--- config.mk ---
export PLATFORM = sky130hd
export DESIGN_NAME = ansi_text_display_width_meter
export DESIGN_NICKNAME = d
export VERILOG_FILES = /design/src/rtl/atdw_pkg.sv /design/src/rtl/ansi_text_display_width_meter.sv /design/src/rtl/atdw_step.sv
export SDC_FILE = /design/constraint.sdc
export NUM_CORES = 1
export LEC_CHECK = 0
export BUFFER_PORTS_ARGS = -buffer_cell sky130_fd_sc_hd__buf_2
export CORE_MARGIN = 4
export CORE_UTILIZATION = 51
export CTS_BUF_LIST = sky130_fd_sc_hd__clkbuf_4 sky130_fd_sc_hd__clkbuf_8
export DETAILED_ROUTE_END_ITERATION = 12
export PLACE_DENSITY = 0.71
export SYNTH_ARGS = -nofsm -noshare
export SYNTH_HDL_FRONTEND = slang
export SYNTH_SLANG_ARGS = --single-unit
--- constraint.sdc ---
create_clock -name clk -period 27.4 [get_ports clk]
set_input_delay 5.48 -clock clk [delete_from_list [all_inputs] [get_ports clk]]
set_output_delay 5.48 -clock clk [all_outputs]
set_load 0.02 [all_outputs]
--- src/rtl/atdw_pkg.sv ---
// atdw_pkg: shared types, constants and counting helpers of the display width meter
package atdw_pkg;

    // counts stop at the lesser of the configured maximum and the 16-bit range
    localparam logic [31:0] MAX_COUNT   = 32'd65535;
    localparam logic [15:0] COUNT_LIMIT = (MAX_COUNT > 32'd65535) ? 16'hFFFF : MAX_COUNT[15:0];

    // byte codes that steer the escape parser
    localparam logic [7:0] CH_LF     = 8'h0A;
    localparam logic [7:0] CH_ESC    = 8'h1B;
    localparam logic [7:0] CH_LBRACK = 8'h5B;
    localparam logic [7:0] CH_SEMI   = 8'h3B;
    localparam logic [7:0] CH_ZERO   = 8'h30;
    localparam logic [7:0] CH_NINE   = 8'h39;
    localparam logic [7:0] CH_M      = 8'h6D;

    typedef enum logic [1:0] {
        PH_IDLE  = 2'd0,
        PH_ESC   = 2'd1,
        PH_PARAM = 2'd2
    } esc_phase_t;

    typedef struct packed {
        esc_phase_t  phase;
        logic [15:0] pending;
        logic [15:0] line_bytes;
        logic [15:0] line_display;
        logic [15:0] byte_total;
        logic [15:0] display_total;
        logic [15:0] lines_seen;
        logic [15:0] widest_bytes;
        logic [15:0] widest_display;
    } meter_state_t;

    typedef struct packed {
        logic [15:0] total_bytes;
        logic [15:0] total_display;
        logic [15:0] line_count;
        logic [15:0] max_line_bytes;
        logic [15:0] max_line_display;
    } meter_result_t;

    localparam meter_state_t STATE_CLEAR = '{
        phase:          PH_IDLE,
        pending:        16'd0,
        line_bytes:     16'd0,
        line_display:   16'd0,
        byte_total:     16'd0,
        display_total:  16'd0,
        lines_seen:     16'd0,
        widest_bytes:   16'd0,
        widest_display: 16'd0
    };

    // saturating add of two counts
    function automatic logic [15:0] sat_add(input logic [15:0] a, input logic [15:0] b);
        logic [16:0] sum;
        sum = {1'b0, a} + {1'b0, b};
        return (sum > {1'b0, COUNT_LIMIT}) ? COUNT_LIMIT : sum[15:0];
    endfunction

    // saturating increment
    function automatic logic [15:0] sat_inc(input logic [15:0] a);
        return sat_add(a, 16'd1);
    endfunction

    // an open sequence that breaks off shows its pending bytes
    function automatic meter_state_t flush_pending(input meter_state_t s);
        meter_state_t r;
        r = s;
        if (s.phase != PH_IDLE)
        begin
            r.line_display  = sat_add(s.line_display, s.pending);
            r.display_total = sat_add(s.display_total, s.pending);
        end
        r.phase   = PH_IDLE;
        r.pending = 16'd0;
        return r;
    endfunction

    // end of a line: fold a non-empty line into the line statistics
    function automatic meter_state_t close_line(input meter_state_t s);
        meter_state_t r;
        r = s;
        if (s.line_bytes != 16'd0)
        begin
            r.lines_seen = sat_inc(s.lines_seen);
            if (s.line_bytes > s.widest_bytes)
            begin
                r.widest_bytes = s.line_bytes;
            end
            if (s.line_display > s.widest_display)
            begin
                r.widest_display = s.line_display;
            end
        end
        r.line_bytes   = 16'd0;
        r.line_display = 16'd0;
        return r;
    endfunction

endpackage

--- src/rtl/ansi_text_display_width_meter.sv ---
// ansi_text_display_width_meter: byte-stream meter of text width with color sequences skipped
//
//  channel | direction | handshake           | payload
//  --------+-----------+---------------------+----------------------------------------------
//  in      | input     | in_valid / in_stall | text_byte, is_last
//  out     | output    | out_valid/out_stall | total_bytes, total_display, line_count,
//          |           |                     | max_line_bytes, max_line_display
//
// One byte per cycle while in_stall is low: a byte sits in the input register, then the parser
// and counter update runs from it into the state and result registers.
// A last byte waits in the input register; its result is then held in the result register until taken.
// The input stalls only while a last byte waits and the result register is full and stalled.
// Reset clears the parser, all counters and both valid flags.
module ansi_text_display_width_meter (
    input  logic        clk,
    input  logic        rst_n,
    input  logic        in_valid,
    output logic        in_stall,
    input  logic [7:0]  text_byte,
    input  logic        is_last,
    output logic        out_valid,
    input  logic        out_stall,
    output logic [15:0] total_bytes,
    output logic [15:0] total_display,
    output logic [15:0] line_count,
    output logic [15:0] max_line_bytes,
    output logic [15:0] max_line_display
);
    import atdw_pkg::*;

    logic          in_valid_reg;
    logic [7:0]    byte_reg;
    logic          last_reg;
    meter_state_t  state_reg;
    meter_state_t  state_next;
    meter_result_t result_next;
    meter_result_t result_reg;
    logic          out_valid_reg;
    logic          advance;
    logic          accept;

    // the held byte moves on unless it ends a string and the result slot is blocked
    assign advance  = in_valid_reg && !(last_reg && out_valid_reg && out_stall);
    assign in_stall = in_valid_reg && !advance;
    assign accept   = in_valid && !in_stall;

    atdw_step u_step (
        .cur_state  (state_reg),
        .text_byte  (byte_reg),
        .is_last    (last_reg),
        .next_state (state_next),
        .result     (result_next)
    );

    // input register
    always_ff @(posedge clk or negedge rst_n)
    begin
        if (!rst_n)
        begin
            in_valid_reg <= 1'b0;
        end
        else if (accept)
        begin
            in_valid_reg <= 1'b1;
        end
        else if (advance)
        begin
            in_valid_reg <= 1'b0;
        end
    end

    always_ff @(posedge clk)
    begin
        if (accept)
        begin
            byte_reg <= text_byte;
            last_reg <= is_last;
        end
    end

    // parser and counter state
    always_ff @(posedge clk or negedge rst_n)
    begin
        if (!rst_n)
        begin
            state_reg <= STATE_CLEAR;
        end
        else if (advance)
        begin
            state_reg <= state_next;
        end
    end

    // result register
    always_ff @(posedge clk or negedge rst_n)
    begin
        if (!rst_n)
        begin
            out_valid_reg <= 1'b0;
        end
        else if (advance && last_reg)
        begin
            out_valid_reg <= 1'b1;
        end
        else if (!out_stall)
        begin
            out_valid_reg <= 1'b0;
        end
    end

    always_ff @(posedge clk)
    begin
        if (advance && last_reg)
        begin
            result_reg <= result_next;
        end
    end

    assign out_valid        = out_valid_reg;
    assign total_bytes      = result_reg.total_bytes;
    assign total_display    = result_reg.total_display;
    assign line_count       = result_reg.line_count;
    assign max_line_bytes   = result_reg.max_line_bytes;
    assign max_line_display = result_reg.max_line_display;

    // no open sequence means nothing pending
    a_idle_no_pending: assert property (@(posedge clk) disable iff (!rst_n)
        (state_reg.phase == PH_IDLE) |-> (state_reg.pending == 16'd0))
        else $error("pending bytes without an open sequence");

    // a lone escape byte is exactly one pending byte
    a_esc_one_pending: assert property (@(posedge clk) disable iff (!rst_n)
        (state_reg.phase == PH_ESC) |-> (state_reg.pending == 16'd1))
        else $error("escape phase with wrong pending count");

    // a line never shows more than it holds
    a_line_width: assert property (@(posedge clk) disable iff (!rst_n)
        (state_reg.line_display <= state_reg.line_bytes))
        else $error("line display width exceeds line bytes");

    // counters start clean after a string ends
    a_clear_after_last: assert property (@(posedge clk) disable iff (!rst_n)
        (advance && last_reg) |=> (state_reg.byte_total == 16'd0 && out_valid_reg))
        else $error("state not cleared or result missing after last byte");

    // the input only stalls behind a blocked result
    a_stall_cause: assert property (@(posedge clk) disable iff (!rst_n)
        in_stall |-> (out_valid_reg && out_stall && last_reg))
        else $error("input stalled without a blocked result");

endmodule

--- src/rtl/atdw_step.sv ---
// atdw_step: one-byte update of the parser and counters, plus the end-of-string result
module atdw_step (
    input  atdw_pkg::meter_state_t  cur_state,
    input  logic [7:0]              text_byte,
    input  logic                    is_last,
    output atdw_pkg::meter_state_t  next_state,
    output atdw_pkg::meter_result_t result
);
    import atdw_pkg::*;

    meter_state_t s;
    meter_state_t fin;
    logic         handled;
    logic         is_param;

    assign is_param = ((text_byte >= CH_ZERO) && (text_byte <= CH_NINE)) || (text_byte == CH_SEMI);

    // byte update following the escape parser
    always_comb
    begin
        s       = cur_state;
        handled = 1'b0;
        s.byte_total = sat_inc(cur_state.byte_total);
        if (text_byte == CH_LF)
        begin
            s = flush_pending(s);
            s.display_total = sat_inc(s.display_total);
            s = close_line(s);
        end
        else
        begin
            s.line_bytes = sat_inc(s.line_bytes);
            if (s.phase == PH_ESC)
            begin
                if (text_byte == CH_LBRACK)
                begin
                    s.phase   = PH_PARAM;
                    s.pending = sat_inc(s.pending);
                    handled   = 1'b1;
                end
                else
                begin
                    s = flush_pending(s);
                end
            end
            else if (s.phase == PH_PARAM)
            begin
                if (is_param)
                begin
                    s.pending = sat_inc(s.pending);
                    handled   = 1'b1;
                end
                else if (text_byte == CH_M)
                begin
                    s.phase   = PH_IDLE;
                    s.pending = 16'd0;
                    handled   = 1'b1;
                end
                else
                begin
                    s = flush_pending(s);
                end
            end
            if (!handled)
            begin
                if (text_byte == CH_ESC)
                begin
                    s.phase   = PH_ESC;
                    s.pending = 16'd1;
                end
                else
                begin
                    s.line_display  = sat_inc(s.line_display);
                    s.display_total = sat_inc(s.display_total);
                end
            end
        end
    end

    // last byte: close out the string and start clean
    always_comb
    begin
        fin = close_line(flush_pending(s));
        result.total_bytes      = fin.byte_total;
        result.total_display    = fin.display_total;
        result.line_count       = fin.lines_seen;
        result.max_line_bytes   = fin.widest_bytes;
        result.max_line_display = fin.widest_display;
        next_state = is_last ? STATE_CLEAR : s;
    end

endmodule

==> results of run 1 <==
-- metrics by stage --
step / hold WS, ns / cells / power [mW]
after CTS: 0.506 / 2789 / 0.970
final: 0.503 / 2789 / 0.963
after floorplan: 0.471 / 2234 / 0.527
after global routing: 0.532 / 2789 / 1.01
after detailed placement: 0.494 / 2711 / 0.584
after global placement: 0.485 / 2711 / 0.580
-- area by class of cell --
cell class                 count  area (sq um)  share of cell area
clock buffer                  66           796              0.0381
clock inverter                12           179             0.00856
inverter                     114           428              0.0205
multi-input combinational   1787         12300               0.586
sequential                   221          5980               0.286
tap                          468           586              0.0280
timing repair buffer         121           679              0.0325
-- kinds of logic (layout without fill, tap and decap cells) --
family,count (synthesis),after routing
flip-flops,221,221
buffers and inverters,226,313
XOR/XNOR,101,101
AO/OA/AOI/OAI,735,735
adder cells (fa/ha/maj),146,146
AND/OR/NAND/NOR,729,729
multiplexers,76,76
-- report_power, final --
part           switching [mW]  internal (mW)  total (mW)
sequential             0.0128          0.363       0.376
clock                   0.158          0.224       0.383
combinational           0.127         0.0774       0.204
total                   0.298          0.665       0.963
-- placed cells by master, fill, tap and decap left out, types with 23 or more instances in the layout --
cell and n:
sky130_fd_sc_hd__nand2_1 198, sky130_fd_sc_hd__o21ai_0 175, sky130_fd_sc_hd__nor2_1 159, sky130_fd_sc_hd__a21oi_1 148, sky130_fd_sc_hd__ha_1 142, sky130_fd_sc_hd__dfrtp_1 132, sky130_fd_sc_hd__inv_1 114, sky130_fd_sc_hd__buf_2 93
sky130_fd_sc_hd__edfxtp_1 89, sky130_fd_sc_hd__a22o_1 71, sky130_fd_sc_hd__mux2i_1 71, sky130_fd_sc_hd__xnor2_1 68, sky130_fd_sc_hd__nand3_1 62, sky130_fd_sc_hd__clkbuf_8 48, sky130_fd_sc_hd__nand4_1 47, sky130_fd_sc_hd__nor3_1 43
sky130_fd_sc_hd__o22ai_1 36, sky130_fd_sc_hd__xor2_1 33, sky130_fd_sc_hd__and3_1 29, sky130_fd_sc_hd__a31oi_1 29, sky130_fd_sc_hd__buf_4 27, sky130_fd_sc_hd__nor2b_1 26, sky130_fd_sc_hd__a21o_1 24, sky130_fd_sc_hd__o21a_1 23
-- routing by layer --
layer	wire length [microns]	part of all wire	vias up	GRT usage
li1	-	-	8551	-
met1	25700	0.43	8679	0.395
met2	26900	0.45	815	0.449
met3	5260	0.088	135	0.0530
met4	2160	0.036	0	0.0986
met5	0	0	-	0
-- worst paths after layout --
kind / depth (start not counted) / end / slack [ns]
setup reg to reg: 38 / max_line_display[10]$_DFFE_PP_ / 16.67
hold / removal: 2 / state_reg[21]$_DFFE_PN0P_ / 0.50
min in group asynchronous: 1 / state_reg[69]$_DFFE_PN0P_ / 4.86
max in group asynchronous: 2 / state_reg[3]$_DFFE_PN0P_ / 21.04
hold reg to reg: 2 / state_reg[21]$_DFFE_PN0P_ / 0.50
setup / recovery: 4 / in_stall / 15.97
-- critical path: stages --
cell                      delay, ns
sky130_fd_sc_hd__buf_2         0.10
sky130_fd_sc_hd__nand4_1       0.13
sky130_fd_sc_hd__inv_1         0.08
sky130_fd_sc_hd__buf_2         0.16
==> flow_summary.html, run 1 <==
<table>
<tr><th>Metric</th><th>Value</th></tr>
<tr><th colspan="2">Status</th></tr>
<tr><td>Outcome</td><td>complete, no violations</td></tr>
<tr><th colspan="2">STA</th></tr>
<tr><td>Final hold violation count</td><td>0</td></tr>
<tr><td>Tightest Pin Transition</td><td>1.13 ns</td></tr>
<tr><td>Minimum period implied by the final worst setup slack</td><td>11.43 ns</td></tr>
<tr><td>Setup repair after global routing missed its margin</td><td>no</td></tr>
<tr><td>Share of the clock period used by the worst path</td><td>0.417</td></tr>
<tr><td>Worst-case headroom to the max-slew limit</td><td>0.241</td></tr>
<tr><td>Highest clock frequency the design can meet</td><td>0.0875 GHz</td></tr>
<tr><td>Setup violators final</td><td>0</td></tr>
<tr><td>Number of max-slew violations in the final report</td><td>0</td></tr>
<tr><td>Final Worst Setup Slack</td><td>15.97 ns</td></tr>
<tr><td>Final Skew</td><td>0.0301 ns</td></tr>
<tr><td>Setup TNS Final</td><td>0 ns</td></tr>
<tr><th colspan="2">Cells and area</th></tr>
<tr><td>Number of flip-flops under the largest register name</td><td>130</td></tr>
<tr><td>Fill cell count</td><td>roughly 3,300</td></tr>
<tr><td>Post-layout util</td><td>0.568</td></tr>
<tr><td>Final layout net count</td><td>2,446</td></tr>
<tr><td>Synth-to-layout area growth</td><td>9.53%</td></tr>
<tr><td>Post-route standard cell area excluding fillers</td><td>20,900 sq um</td></tr>
<tr><td>Diode count</td><td>0</td></tr>
<tr><td>Share of cells above drive strength 1</td><td>0.116</td></tr>
<tr><th colspan="2">Synthesis</th></tr>
<tr><td>Area share of xor/xnor cells in the synthesized design</td><td>0.0464</td></tr>
<tr><td>Count of flip-flops with a built-in enable after synthesis</td><td>between 80 and 90</td></tr>
<tr><td>Post-synthesis instance area</td><td>19,100 sq um</td></tr>
<tr><td>Dominant combinational cell family by area after synthesis</td><td>compound AO/OA/AOI/OAI gates</td></tr>
<tr><td>Area fraction in compound gates after synthesis</td><td>0.263</td></tr>
<tr><td>Mux cell area share after synthesis</td><td>0.0402</td></tr>
<tr><td>Library cells used by synthesis</td><td>101</td></tr>
<tr><td>Synth Net Count</td><td>2,393</td></tr>
<tr><td>Synthesized-area fraction occupied by adder cells</td><td>0.0973</td></tr>
<tr><td>Most frequent cells after synthesis</td><td>sky130_fd_sc_hd__nand2_1 (201), sky130_fd_sc_hd__o21ai_0 (175), sky130_fd_sc_hd__nor2_1 (161)</td></tr>
<tr><td>Average instance area after synthesis</td><td>8.54 sq um</td></tr>
<tr><td>Yosys top cell area share</td><td>0.173</td></tr>
<tr><td>Top_reg_cell synth</td><td>sky130_fd_sc_hd__dfrtp_1</td></tr>
<tr><td>Sequential share of the synthesized area</td><td>0.313</td></tr>
<tr><td>Count of state elements after synthesis</td><td>221</td></tr>
<tr><td>Library cell with the highest instance count after synthesis</td><td>sky130_fd_sc_hd__nand2_1</td></tr>
<tr><td>Leading cell types by total area after synthesis</td><td>sky130_fd_sc_hd__dfrtp_1 (17%), sky130_fd_sc_hd__edfxtp_1 (14%), sky130_fd_sc_hd__ha_1 (9.3%)</td></tr>
<tr><td>Cell accounting for the most synthesized area</td><td>sky130_fd_sc_hd__dfrtp_1</td></tr>
<tr><td>Simple-gate share of the synthesized area</td><td>0.193</td></tr>
<tr><td>Warning count from the yosys run</td><td>0</td></tr>
<tr><td>Gate count after technology mapping</td><td>2,234</td></tr>
<tr><td>Fraction of registers with async set/reset</td><td>0.597</td></tr>
<tr><th colspan="2">Worst hold path</th></tr>
<tr><td>Type of the worst min-delay path</td><td>reg2reg</td></tr>
<tr><td>Hold Crit Start</td><td>state_reg[21]$_DFFE_PN0P_</td></tr>
<tr><th colspan="2">Clock network</th></tr>
<tr><td>Clock tree from TritonCTS</td><td>built</td></tr>
<tr><td># H-tree levels</td><td>2</td></tr>
<tr><td>CTS sink cnt</td><td>~220</td></tr>
<tr><td>Maximum root-to-sink buffer count</td><td>3</td></tr>
<tr><td>Hold buffer count at CTS</td><td>0</td></tr>
<tr><td>Clock Tree Root</td><td>sky130_fd_sc_hd__clkbuf_8</td></tr>
<tr><td>TritonCTS buffer count</td><td>42</td></tr>
<tr><td>Worst-Skew Late Latency</td><td>0.63 ns</td></tr>
<tr><td>Clock slew seen by the registers of the worst setup and hold paths</td><td>0.05 ns</td></tr>
<tr><td>Number of cells upsized or downsized after cts</td><td>0</td></tr>
<tr><td>Post-CTS setup buffers</td><td>0</td></tr>
<tr><th colspan="2">Flow run</th></tr>
<tr><td>MaxCap Viol Count</td><td>0</td></tr>
<tr><th colspan="2">Global routing</th></tr>
<tr><td>Grt ovf</td><td>0</td></tr>
<tr><td>Wire length of the first global-routing pass</td><td>94,400 microns</td></tr>
<tr><td>Vias in the first global route</td><td>16,974</td></tr>
<tr><td>Overall global routing resource usage</td><td>0.285</td></tr>
<tr><td>Pin count of the biggest net entering global routing</td><td>84</td></tr>
<tr><td>Initial antenna violation count</td><td>0</td></tr>
<tr><th colspan="2">Setup path</th></tr>
<tr><td>Type of element capturing the critical path</td><td>output port</td></tr>
<tr><td>Biggest fanout along the worst timing path</td><td>3</td></tr>
<tr><td>Endpoint required time on the critical path</td><td>21.92 ns</td></tr>
<tr><td>Timing startpoint of the critical path</td><td>out_stall</td></tr>
<tr><td>Worst r2r src</td><td>state_reg[112]$_DFFE_PN0P_</td></tr>
<tr><td>Path type of the worst setup path</td><td>in2out</td></tr>
<tr><td>CP startpoint kind</td><td>input pin</td></tr>
<tr><td>Arrival time worst endpoint</td><td>5.95 ns</td></tr>
<tr><th colspan="2">Die</th></tr>
<tr><td>Number of top-level pins</td><td>95</td></tr>
<tr><td>Core box area</td><td>36,800 sq um</td></tr>
<tr><td>Initial Utilization</td><td>0.519</td></tr>
<tr><td>DIE HEIGHT</td><td>201 microns</td></tr>
<tr><td>Die X-Extent</td><td>201 microns</td></tr>
<tr><td>Die Area</td><td>40,600 sq um</td></tr>
<tr><td>Number of cell rows</td><td>70</td></tr>
<tr><th colspan="2">Power</th></tr>
<tr><td>Power density over the cells</td><td>~46 nW/um^2</td></tr>
<tr><td>Leakage power figure</td><td>8.88 nW</td></tr>
<tr><td>Maximum resistive drop on vdd</td><td>0.0000642 V</td></tr>
<tr><th colspan="2">Drt</th></tr>
<tr><td>Vias/cell</td><td>6.52</td></tr>
<tr><td>Vias after detailed routing</td><td>18,180</td></tr>
<tr><td>Drt pass-1 iters</td><td>6</td></tr>
<tr><td>Antenna Nets Post-Route</td><td>0</td></tr>
<tr><td>Total DRC errors in the routed layout</td><td>0</td></tr>
<tr><td>Wire length per cell</td><td>21.5 microns</td></tr>
<tr><td>Violation count after the first detailed-routing iteration</td><td>1,784</td></tr>
<tr><td>WL final</td><td>60,000 microns</td></tr>
<tr><th colspan="2">Placement</th></tr>
<tr><td>Worst slack at placement</td><td>15.95 ns</td></tr>
<tr><td>GP Congestion</td><td>just under 1</td></tr>
<tr><td>Placed wire-length estimate after detailed placement</td><td>43,700 microns</td></tr>
<tr><td>Post-place instance area</td><td>19,900 sq um</td></tr>
<tr><td>Input/output buffers</td><td>94</td></tr>
</table>
No activity file was read; power rests on OpenSTA's default activity.
==> run 2, diff against run 1 <==
ABC_AREA = 1   (was not set)
PLACE_DENSITY = 0.74   (was 0.71)
clock period = 9.3 ns   (was 27.4 ns; I/O delays follow)
==> run 2 against run 1 <==
Effect of this change:
- register-to-register slack worse by 16 ns
- via count rose by 16%
- sequential share of layout area is 2.2 points lower
- flip-flop and latch count stayed put
- largest power group unchanged
- die area is 8.9% higher
- final cell count up 33%
- highest routed layer unchanged
- non-clock buffer count is 5 lower
- combinational power grew to 2.8 times the previous value
- clock skew increased by 0.0053 ns
- global-route usage about the same
- final area increased by 8.5%
- critical path type is now reg2reg
- worst setup slack got worse by 15 ns
==> flow_summary.html, run 2 <==
<table>
<tr><th>Metric</th><th>Value</th></tr>
<tr><th colspan="2">Setup path</th></tr>
<tr><td>Delay of the slowest cell on the worst path</td><td>0.45 ns</td></tr>
<tr><td>Worst path slowest cell</td><td>sky130_fd_sc_hd__fa_1</td></tr>
<tr><td>Timing startpoint of the critical path</td><td>state_reg[112]$_DFFE_PN0P_</td></tr>
<tr><td>Type of element capturing the critical path</td><td>register</td></tr>
<tr><td>Count of cells along the worst register-to-register path</td><td>55</td></tr>
<tr><td>Arrival time worst endpoint</td><td>9.04 ns</td></tr>
<tr><td>Worst r2r src</td><td>state_reg[112]$_DFFE_PN0P_</td></tr>
<tr><td>CP startpoint kind</td><td>register</td></tr>
<tr><td>Biggest fanout along the worst timing path</td><td>16</td></tr>
<tr><td>Cell mode on critical path</td><td>sky130_fd_sc_hd__nand2_1</td></tr>
<tr><td>Path type of the worst setup path</td><td>reg2reg</td></tr>
<tr><td>Endpoint required time on the critical path</td><td>9.77 ns</td></tr>
<tr><th colspan="2">Clock network</th></tr>
<tr><td>Clock Tree Root</td><td>sky130_fd_sc_hd__clkbuf_8</td></tr>
<tr><td>Worst-Skew Late Latency</td><td>between 0.6 and 0.7 ns</td></tr>
<tr><td># H-tree levels</td><td>2</td></tr>
<tr><td>TritonCTS buffer count</td><td>44</td></tr>
<tr><td>Clock tree from TritonCTS</td><td>built</td></tr>
<tr><td>Hold buffer count at CTS</td><td>0</td></tr>
<tr><td>Clock slew seen by the registers of the worst setup and hold paths</td><td>0.06 ns</td></tr>
<tr><td>CTS sink cnt</td><td>between 200 and 250</td></tr>
<tr><td>Maximum root-to-sink buffer count</td><td>3</td></tr>
<tr><th colspan="2">Synthesis</th></tr>
<tr><td>Leading cell types by total area after synthesis</td><td>sky130_fd_sc_hd__dfrtp_1 (16%), sky130_fd_sc_hd__nand2_1 (15%), sky130_fd_sc_hd__edfxtp_1 (13%)</td></tr>
<tr><td>Dominant combinational cell family by area after synthesis</td><td>simple AND/OR/NAND/NOR gates</td></tr>
<tr><td>Simple-gate share of the synthesized area</td><td>0.361</td></tr>
<tr><td>Synthesized-area fraction occupied by adder cells</td><td>0.0909</td></tr>
<tr><td>Fraction of registers with async set/reset</td><td>0.597</td></tr>
<tr><td>Synth Net Count</td><td>3,236</td></tr>
<tr><td>Count of state elements after synthesis</td><td>221</td></tr>
<tr><td>Yosys top cell area share</td><td>0.159</td></tr>
<tr><td>Area fraction in compound gates after synthesis</td><td>0.131</td></tr>
<tr><td>Average instance area after synthesis</td><td>6.78 sq um</td></tr>
<tr><td>Library cell with the highest instance count after synthesis</td><td>sky130_fd_sc_hd__nand2_1</td></tr>
<tr><td>Count of flip-flops with a built-in enable after synthesis</td><td>89</td></tr>
<tr><td>Library cells used by synthesis</td><td>67</td></tr>
<tr><td>Area share of xor/xnor cells in the synthesized design</td><td>0.0269</td></tr>
<tr><td>Most frequent cells after synthesis</td><td>sky130_fd_sc_hd__nand2_1 (856), sky130_fd_sc_hd__inv_1 (425), sky130_fd_sc_hd__nor2_1 (238)</td></tr>
<tr><td>Gate count after technology mapping</td><td>3,074</td></tr>
<tr><td>Warning count from the yosys run</td><td>0</td></tr>
<tr><td>Cell accounting for the most synthesized area</td><td>sky130_fd_sc_hd__dfrtp_1</td></tr>
<tr><td>Mux cell area share after synthesis</td><td>0</td></tr>
<tr><td>Post-synthesis instance area</td><td>20,800 sq um</td></tr>
<tr><td>Top_reg_cell synth</td><td>sky130_fd_sc_hd__dfrtp_1</td></tr>
<tr><td>Sequential share of the synthesized area</td><td>0.287</td></tr>
<tr><th colspan="2">STA</th></tr>
<tr><td>Share of the clock period used by the worst path</td><td>0.922</td></tr>
<tr><td>Worst-case headroom to the max-slew limit</td><td>0.364</td></tr>
<tr><td>Number of max-slew violations in the final report</td><td>0</td></tr>
<tr><td>Minimum period implied by the final worst setup slack</td><td>8.57 ns</td></tr>
<tr><td>Highest clock frequency the design can meet</td><td>0.117 GHz</td></tr>
<tr><td>Setup TNS Final</td><td>0 ns</td></tr>
<tr><td>Final Skew</td><td>0.0354 ns</td></tr>
<tr><td>Setup repair after global routing missed its margin</td><td>no</td></tr>
<tr><td>Final hold violation count</td><td>0</td></tr>
<tr><td>Final Worst Setup Slack</td><td>around 0.73 ns</td></tr>
<tr><td>Tightest Pin Transition</td><td>0.955 ns</td></tr>
<tr><td>Setup violators final</td><td>0</td></tr>
<tr><th colspan="2">Cells and area</th></tr>
<tr><td>Post-layout util</td><td>0.565</td></tr>
<tr><td>Most common cell after layout, fill and taps aside</td><td>sky130_fd_sc_hd__nand2_1</td></tr>
<tr><td>Finished Layout Cells</td><td>~3,700</td></tr>
<tr><td>Share of cells above drive strength 1</td><td>0.130</td></tr>
<tr><td>Number of flip-flops under the largest register name</td><td>130</td></tr>
<tr><td>Final layout net count</td><td>about 3,300</td></tr>
<tr><td>Synth-to-layout area growth</td><td>8.75%</td></tr>
<tr><td>Fill cell count</td><td>3,921</td></tr>
<tr><td>Diode count</td><td>0</td></tr>
<tr><td>Commonest cells after routing, fill and taps aside</td><td>sky130_fd_sc_hd__nand2_1 (855), sky130_fd_sc_hd__inv_1 (423), sky130_fd_sc_hd__nor2_1 (237), sky130_fd_sc_hd__nand3_1 (205), sky130_fd_sc_hd__o21ai_0 (166)</td></tr>
<tr><th colspan="2">Power</th></tr>
<tr><td>Net Sw Power</td><td>just under 900 uW</td></tr>
<tr><td>Power after layout</td><td>2.76 mW</td></tr>
<tr><td>Leakage power figure</td><td>11.8 nW</td></tr>
<tr><td>Share of total power in combinational logic</td><td>0.204</td></tr>
<tr><td>Power density over the cells</td><td>~120 nW/um^2</td></tr>
<tr><td>Maximum resistive drop on vdd</td><td>approximately 0.00010 V</td></tr>
<tr><td>P_int</td><td>1.87 mW</td></tr>
<tr><td>Clock power frac</td><td>0.399</td></tr>
<tr><td>Seq pwr share</td><td>0.397</td></tr>
<tr><td>Share of total power consumed by net switching</td><td>0.323</td></tr>
<tr><th colspan="2">Status</th></tr>
<tr><td>Outcome</td><td>complete, no violations</td></tr>
<tr><th colspan="2">Die</th></tr>
<tr><td>Number of cell rows</td><td>73</td></tr>
<tr><td>Die X-Extent</td><td>210 microns</td></tr>
<tr><td>Initial Utilization</td><td>0.520</td></tr>
<tr><td>Number of top-level pins</td><td>95</td></tr>
<tr><td>Core box area</td><td>approximately 40,000 sq um</td></tr>
<tr><td>DIE HEIGHT</td><td>210 microns</td></tr>
<tr><td>Die Area</td><td>approximately 44,000 sq um</td></tr>
<tr><th colspan="2">Placement</th></tr>
<tr><td>Worst slack at placement</td><td>0.257 ns</td></tr>
<tr><td>Placed wire-length estimate after detailed placement</td><td>49,500 microns</td></tr>
<tr><td>GP Congestion</td><td>0.956</td></tr>
<tr><td>Input/output buffers</td><td>94</td></tr>
<tr><td>Placed Cells incl. Taps</td><td>3,626</td></tr>
<tr><th colspan="2">Global routing</th></tr>
<tr><td>Grt ovf</td><td>0</td></tr>
<tr><td>Initial antenna violation count</td><td>0</td></tr>
<tr><td>Pin count of the biggest net entering global routing</td><td>73</td></tr>
<tr><td>Wire length of the first global-routing pass</td><td>103,000 microns</td></tr>
<tr><td>Vias in the first global route</td><td>19,422</td></tr>
<tr><td>Overall global routing resource usage</td><td>0.285</td></tr>
<tr><th colspan="2">Worst hold path</th></tr>
<tr><td>Hold Crit Start</td><td>out_valid$_DFFE_PN0P_</td></tr>
<tr><td>Worst Hold Path Cells</td><td>2</td></tr>
<tr><td>Type of the worst min-delay path</td><td>reg2reg</td></tr>
<tr><th colspan="2">Drt</th></tr>
<tr><td>Wire length per cell</td><td>17.5 microns</td></tr>
<tr><td>WL final</td><td>64,900 microns</td></tr>
<tr><td>Antenna Nets Post-Route</td><td>0</td></tr>
<tr><td>Violation count after the first detailed-routing iteration</td><td>2,263</td></tr>
<tr><td>Vias/cell</td><td>5.67</td></tr>
<tr><td>Vias after detailed routing</td><td>21,013</td></tr>
<tr><td>Drt pass-1 iters</td><td>6</td></tr>
<tr><td>Total DRC errors in the routed layout</td><td>0</td></tr>
<tr><th colspan="2">Flow run</th></tr>
<tr><td>MaxCap Viol Count</td><td>0</td></tr>
</table>
-- run 2: final timing paths --
path | end | slack [ns]
min in group asynchronous | state_reg[59]$_DFFE_PN0P_ | 1.26
min reg2reg | out_valid$_DFFE_PN0P_ | 0.51
max | max_line_display[13]$_DFFE_PP_ | 0.73
min | out_valid$_DFFE_PN0P_ | 0.51
max reg2reg | max_line_display[13]$_DFFE_PP_ | 0.73
max in group asynchronous | state_reg[29]$_DFFE_PN0P_ | 6.60
-- run 2: final cells by class --
cell class | instances | area [sq um] | share of cell area
tap | 525 | 657 | 0.0290
timing repair buffer | 116 | 642 | 0.0283
clock inverter | 20 | 229 | 0.0101
inverter | 449 | 1690 | 0.0747
clock buffer | 55 | 701 | 0.0309
multi-input combinational | 2317 | 12800 | 0.563
sequential | 221 | 5980 | 0.264
-- run 2: stage by stage --
stage | cell area, sq um | hold WS [ns]
after CTS | 22600 | 0.514
after global routing | 22700 | 0.552
after detailed placement | 21700 | 0.494
after floorplan | 20800 | 0.477
final | 22700 | 0.514
after global placement | 21700 | 0.498
-- run 2: timing repair --
| item | 4_1_cts | 5_1_grt |
|---|---|---|
| gates resized for setup | 0 | 12 |
| setup endpoints to repair | 0 | 16 |
| buffers inserted | 0 | 1 |
-- run 2: cells by family (layout without fill, tap and decap cells) --
group                    after synthesis  after routing
buffers and inverters                537            640
flip-flops                           221            221
adder cells (fa/ha/maj)              149            149
AO/OA/AOI/OAI                        478            478
XOR/XNOR                              64             64
AND/OR/NAND/NOR                     1625           1626
-- run 2: layer usage --
metal / vias up / global-route usage / part of all wire
met4: 0 / 0.0752 / 0.024
met1: 9771 / 0.420 / 0.46
met2: 849 / 0.427 / 0.42
met5: - / 0 / 0
met3: 109 / 0.0588 / 0.091
li1: 10284 / - / -
-- run 2: worst max-delay path, delay by kind of cell (launching register included) --
family          cells  cell delay, ns
compound gates     14            2.07
fa+ha+maj           6            1.79
buf+inv             4            0.25
flops               1            0.44
simple gates       31            3.87
-- run 2: power by group through the flow --
stage	Sequential, mW	Combinational, mW	Clock (mW)
2_1_floorplan	1.14	0.387	0
3_3_place_gp	1.11	0.532	0
3_5_place_dp	1.11	0.543	0
4_1_cts	1.09	0.546	1.13
5_1_grt	1.10	0.628	1.17
6_report	1.09	0.564	1.10
==> run 3, diff against run 2 <==
CORE_UTILIZATION = 55   (was 51)
PLACE_DENSITY = 0.78   (was 0.74)
==> run 3 against run 2 <==
Effect of this change:
- the flow now finishes with violations (design-rule violations)
- fmax up 0.78%
- worst setup slack improved by 0.066 ns
- via count up 0.11%
- sequential share of layout area grew 0.10 points
- hold slack better by 0.0012 ns
- critical path type unchanged
- highest routed layer unchanged
==> flow_summary.html, run 3 (synthesis gave the netlist of run 2 again) <==
<table>
<tr><th>Metric</th><th>Value</th></tr>
<tr><th colspan="2">STA</th></tr>
<tr><td>Tightest Pin Transition</td><td>1.23 ns</td></tr>
<tr><td>Worst-case headroom to the max-slew limit</td><td>0.180</td></tr>
<tr><td>Number of max-slew violations in the final report</td><td>0</td></tr>
<tr><td>Minimum period implied by the final worst setup slack</td><td>8.51 ns</td></tr>
<tr><td>Setup violators final</td><td>0</td></tr>
<tr><td>Highest clock frequency the design can meet</td><td>0.118 GHz</td></tr>
<tr><td>Final Worst Setup Slack</td><td>0.795 ns</td></tr>
<tr><td>Final Skew</td><td>0.0291 ns</td></tr>
<tr><td>Share of the clock period used by the worst path</td><td>0.915</td></tr>
<tr><td>Final hold violation count</td><td>0</td></tr>
<tr><th colspan="2">Global routing</th></tr>
<tr><td>Pin count of the biggest net entering global routing</td><td>around 70</td></tr>
<tr><td>Vias in the first global route</td><td>around 19,000</td></tr>
<tr><td>Wire length of the first global-routing pass</td><td>about 100,000 microns</td></tr>
<tr><td>Initial antenna violation count</td><td>0</td></tr>
<tr><td>Grt ovf</td><td>0</td></tr>
<tr><td>Overall global routing resource usage</td><td>0.302</td></tr>
<tr><th colspan="2">Status</th></tr>
<tr><td>Violations in the final reports</td><td>design-rule violations</td></tr>
<tr><td>Outcome</td><td>complete, but fails checks</td></tr>
<tr><th colspan="2">Setup path</th></tr>
<tr><td>Type of element capturing the critical path</td><td>register</td></tr>
<tr><td>Worst path slowest cell</td><td>sky130_fd_sc_hd__or4_1</td></tr>
<tr><td>Delay of the slowest cell on the worst path</td><td>~0.43 ns</td></tr>
<tr><td>Count of cells along the worst register-to-register path</td><td>56</td></tr>
<tr><td>Crit Reg-Reg Endpoint</td><td>max_line_display[1]$_DFFE_PP_</td></tr>
<tr><td>Kind of cell with the highest combined delay on the critical path</td><td>simple AND/OR/NAND/NOR gates</td></tr>
<tr><td>Arrival time worst endpoint</td><td>8.98 ns</td></tr>
<tr><td>Worst reg2reg setup slack</td><td>0.79 ns</td></tr>
<tr><td>Biggest fanout along the worst timing path</td><td>16</td></tr>
<tr><td>Worst r2r src</td><td>state_reg[112]$_DFFE_PN0P_</td></tr>
<tr><td>Endpoint required time on the critical path</td><td>9.77 ns</td></tr>
<tr><td>Path type of the worst setup path</td><td>reg2reg</td></tr>
<tr><td>Cell mode on critical path</td><td>sky130_fd_sc_hd__nand2_1</td></tr>
<tr><td>CP startpoint kind</td><td>register</td></tr>
<tr><td>Combined buffer and inverter count along the critical path</td><td>7</td></tr>
<tr><td>Logic depth of the worst setup path including buffers</td><td>56</td></tr>
<tr><th colspan="2">Placement</th></tr>
<tr><td>Placed Cells incl. Taps</td><td>3,610</td></tr>
<tr><td>Placed wire-length estimate after detailed placement</td><td>48,700 microns</td></tr>
<tr><td>Worst slack at placement</td><td>0.518 ns</td></tr>
<tr><td>Input/output buffers</td><td>94</td></tr>
<tr><td>GP Congestion</td><td>0.997</td></tr>
<tr><th colspan="2">Power</th></tr>
<tr><td>Leakage power figure</td><td>approximately 12 nW</td></tr>
<tr><td>Maximum resistive drop on vdd</td><td>0.000102 V</td></tr>
<tr><td>Power density over the cells</td><td>between 100 and 150 nW/um^2</td></tr>
<tr><th colspan="2">Clock network</th></tr>
<tr><td>Clock slew seen by the registers of the worst setup and hold paths</td><td>about 0.060 ns</td></tr>
<tr><td>Clock Tree Root</td><td>sky130_fd_sc_hd__clkbuf_8</td></tr>
<tr><td>Clock tree from TritonCTS</td><td>built</td></tr>
<tr><td>Hold buffer count at CTS</td><td>0</td></tr>
<tr><td>CTS sink cnt</td><td>221</td></tr>
<tr><td># H-tree levels</td><td>2</td></tr>
<tr><td>Worst-Skew Late Latency</td><td>0.62 ns</td></tr>
<tr><td>TritonCTS buffer count</td><td>42</td></tr>
<tr><td>Maximum root-to-sink buffer count</td><td>3</td></tr>
<tr><th colspan="2">Worst hold path</th></tr>
<tr><td>Type of the worst min-delay path</td><td>reg2reg</td></tr>
<tr><td>Endpoint, Worst Hold</td><td>out_valid$_DFFE_PN0P_</td></tr>
<tr><td>Hold Crit Start</td><td>out_valid$_DFFE_PN0P_</td></tr>
<tr><td>Worst Hold Path Cells</td><td>2</td></tr>
<tr><th colspan="2">Die</th></tr>
<tr><td>Number of cell rows</td><td>71</td></tr>
<tr><td>DIE HEIGHT</td><td>203 microns</td></tr>
<tr><td>Die X-Extent</td><td>203 microns</td></tr>
<tr><td>Initial Utilization</td><td>0.556</td></tr>
<tr><td>Die Area</td><td>41,100 sq um</td></tr>
<tr><td>Number of top-level pins</td><td>95</td></tr>
<tr><td>Core box area</td><td>around 37,000 sq um</td></tr>
<tr><th colspan="2">Drt</th></tr>
<tr><td>Drt pass-1 iters</td><td>10</td></tr>
<tr><td>Vias after detailed routing</td><td>roughly 21,000</td></tr>
<tr><td>Wire length per cell</td><td>between 15 and 20 microns</td></tr>
<tr><td>WL final</td><td>64,200 microns</td></tr>
<tr><td>Violation count after the first detailed-routing iteration</td><td>1,845</td></tr>
<tr><td>Antenna Nets Post-Route</td><td>0</td></tr>
<tr><td>Total DRC errors in the routed layout</td><td>1</td></tr>
<tr><td>Vias/cell</td><td>5.70</td></tr>
<tr><th colspan="2">Cells and area</th></tr>
<tr><td>Multi-input logic area</td><td>12,800 sq um</td></tr>
<tr><td>Share of cells above drive strength 1</td><td>0.132</td></tr>
<tr><td>Fill cell count</td><td>3,523</td></tr>
<tr><td>Number of flip-flops under the largest register name</td><td>130</td></tr>
<tr><td>Diode count</td><td>0</td></tr>
<tr><td>Commonest cells after routing, fill and taps aside</td><td>sky130_fd_sc_hd__nand2_1 (855), sky130_fd_sc_hd__inv_1 (423), sky130_fd_sc_hd__nor2_1 (236), sky130_fd_sc_hd__nand3_1 (205), sky130_fd_sc_hd__o21ai_0 (166)</td></tr>
<tr><td>Synth-to-layout area growth</td><td>8.35%</td></tr>
<tr><td>Finished Layout Cells</td><td>approximately 3,700</td></tr>
<tr><td>Most common cell after layout, fill and taps aside</td><td>sky130_fd_sc_hd__nand2_1</td></tr>
<tr><td>Final layout net count</td><td>approximately 3,300</td></tr>
<tr><td>Area taken by flip-flops and latches</td><td>roughly 6000 sq um</td></tr>
<tr><th colspan="2">Flow run</th></tr>
<tr><td>MaxCap Viol Count</td><td>0</td></tr>
</table>
## run 3: cell count changes in the layout (fill, tap and decap cells not counted), moves of 2 or more
cell	previous run	this run
sky130_fd_sc_hd__bufinv_16	5	2
sky130_fd_sc_hd__clkbuf_4	9	13
sky130_fd_sc_hd__o21ai_2	2	5
sky130_fd_sc_hd__o21ai_1	19	17
## run 3: through the flow
stage	power, mW	setup TNS, ns	util	cell area (sq um)	hold slack (ns)
3_5_place_dp	1.65	0	0.577	21600	0.514
3_3_place_gp	1.64	0	0.577	21600	0.499
5_1_grt	2.82	-0.0175	0.602	22600	0.561
4_1_cts	2.68	0	0.600	22500	0.527
6_report	2.69	0	0.602	22600	0.515
2_1_floorplan	1.53	0	-	20800	0.477
## run 3: repair_timing
action	CTS	global route
setup endpoints to repair	0	16
hold endpoints to repair	0	0
resized for setup	0	15
setup buffers	0	2
## run 3: worst register-to-register path: cells and delay by family, from the launching register on
family | cells | cell delay, ns
AOI/OAI and AO/OA | 12 | 1.76
adders and majority gates | 5 | 1.41
buffers and inverters | 7 | 0.72
DFF | 1 | 0.42
and+or+nand+nor | 32 | 4.06
## run 3: area by class of cell
class                           instances  area share
Sequential cell                       221       0.265
Tap cell                              511      0.0283
Timing Repair Buffer                  115      0.0281
Clock buffer                           60      0.0330
Inverter                              449      0.0750
Clock inverter                         15     0.00543
Multi-Input combinational cell       2317       0.565
## run 3: how the worst max path moves through the flow
stage                                           from                       endpoint  slack, ns
final                     state_reg[112]$_DFFE_PN0P_  max_line_display[1]$_DFFE_PP_       0.79
after global routing      state_reg[112]$_DFFE_PN0P_  max_line_display[1]$_DFFE_PP_      -0.02
after CTS                 state_reg[112]$_DFFE_PN0P_  max_line_display[1]$_DFFE_PP_       0.48
after detailed placement  state_reg[112]$_DFFE_PN0P_  max_line_display[1]$_DFFE_PP_       0.52
after global placement    state_reg[112]$_DFFE_PN0P_  max_line_display[1]$_DFFE_PP_       0.93
after floorplan           state_reg[112]$_DFFE_PN0P_  max_line_display[8]$_DFFE_PP_       1.45
## run 3: metal layers
metal	vias up	wire, microns	GRT usage
met5	-	0	0
met4	0	1520	0.0827
met3	107	5840	0.0626
met2	852	27400	0.455
met1	9811	29400	0.444
li1	10267	-	-
## run 3: report_power, final
part / switching, mW / leakage, nW / internal, mW
Clock: 0.457 / 0.464 / 0.570
Sequential: 0.0231 / 2.69 / 1.07
Combinational: 0.402 / 8.65 / 0.165
Total: 0.882 / 11.8 / 1.81
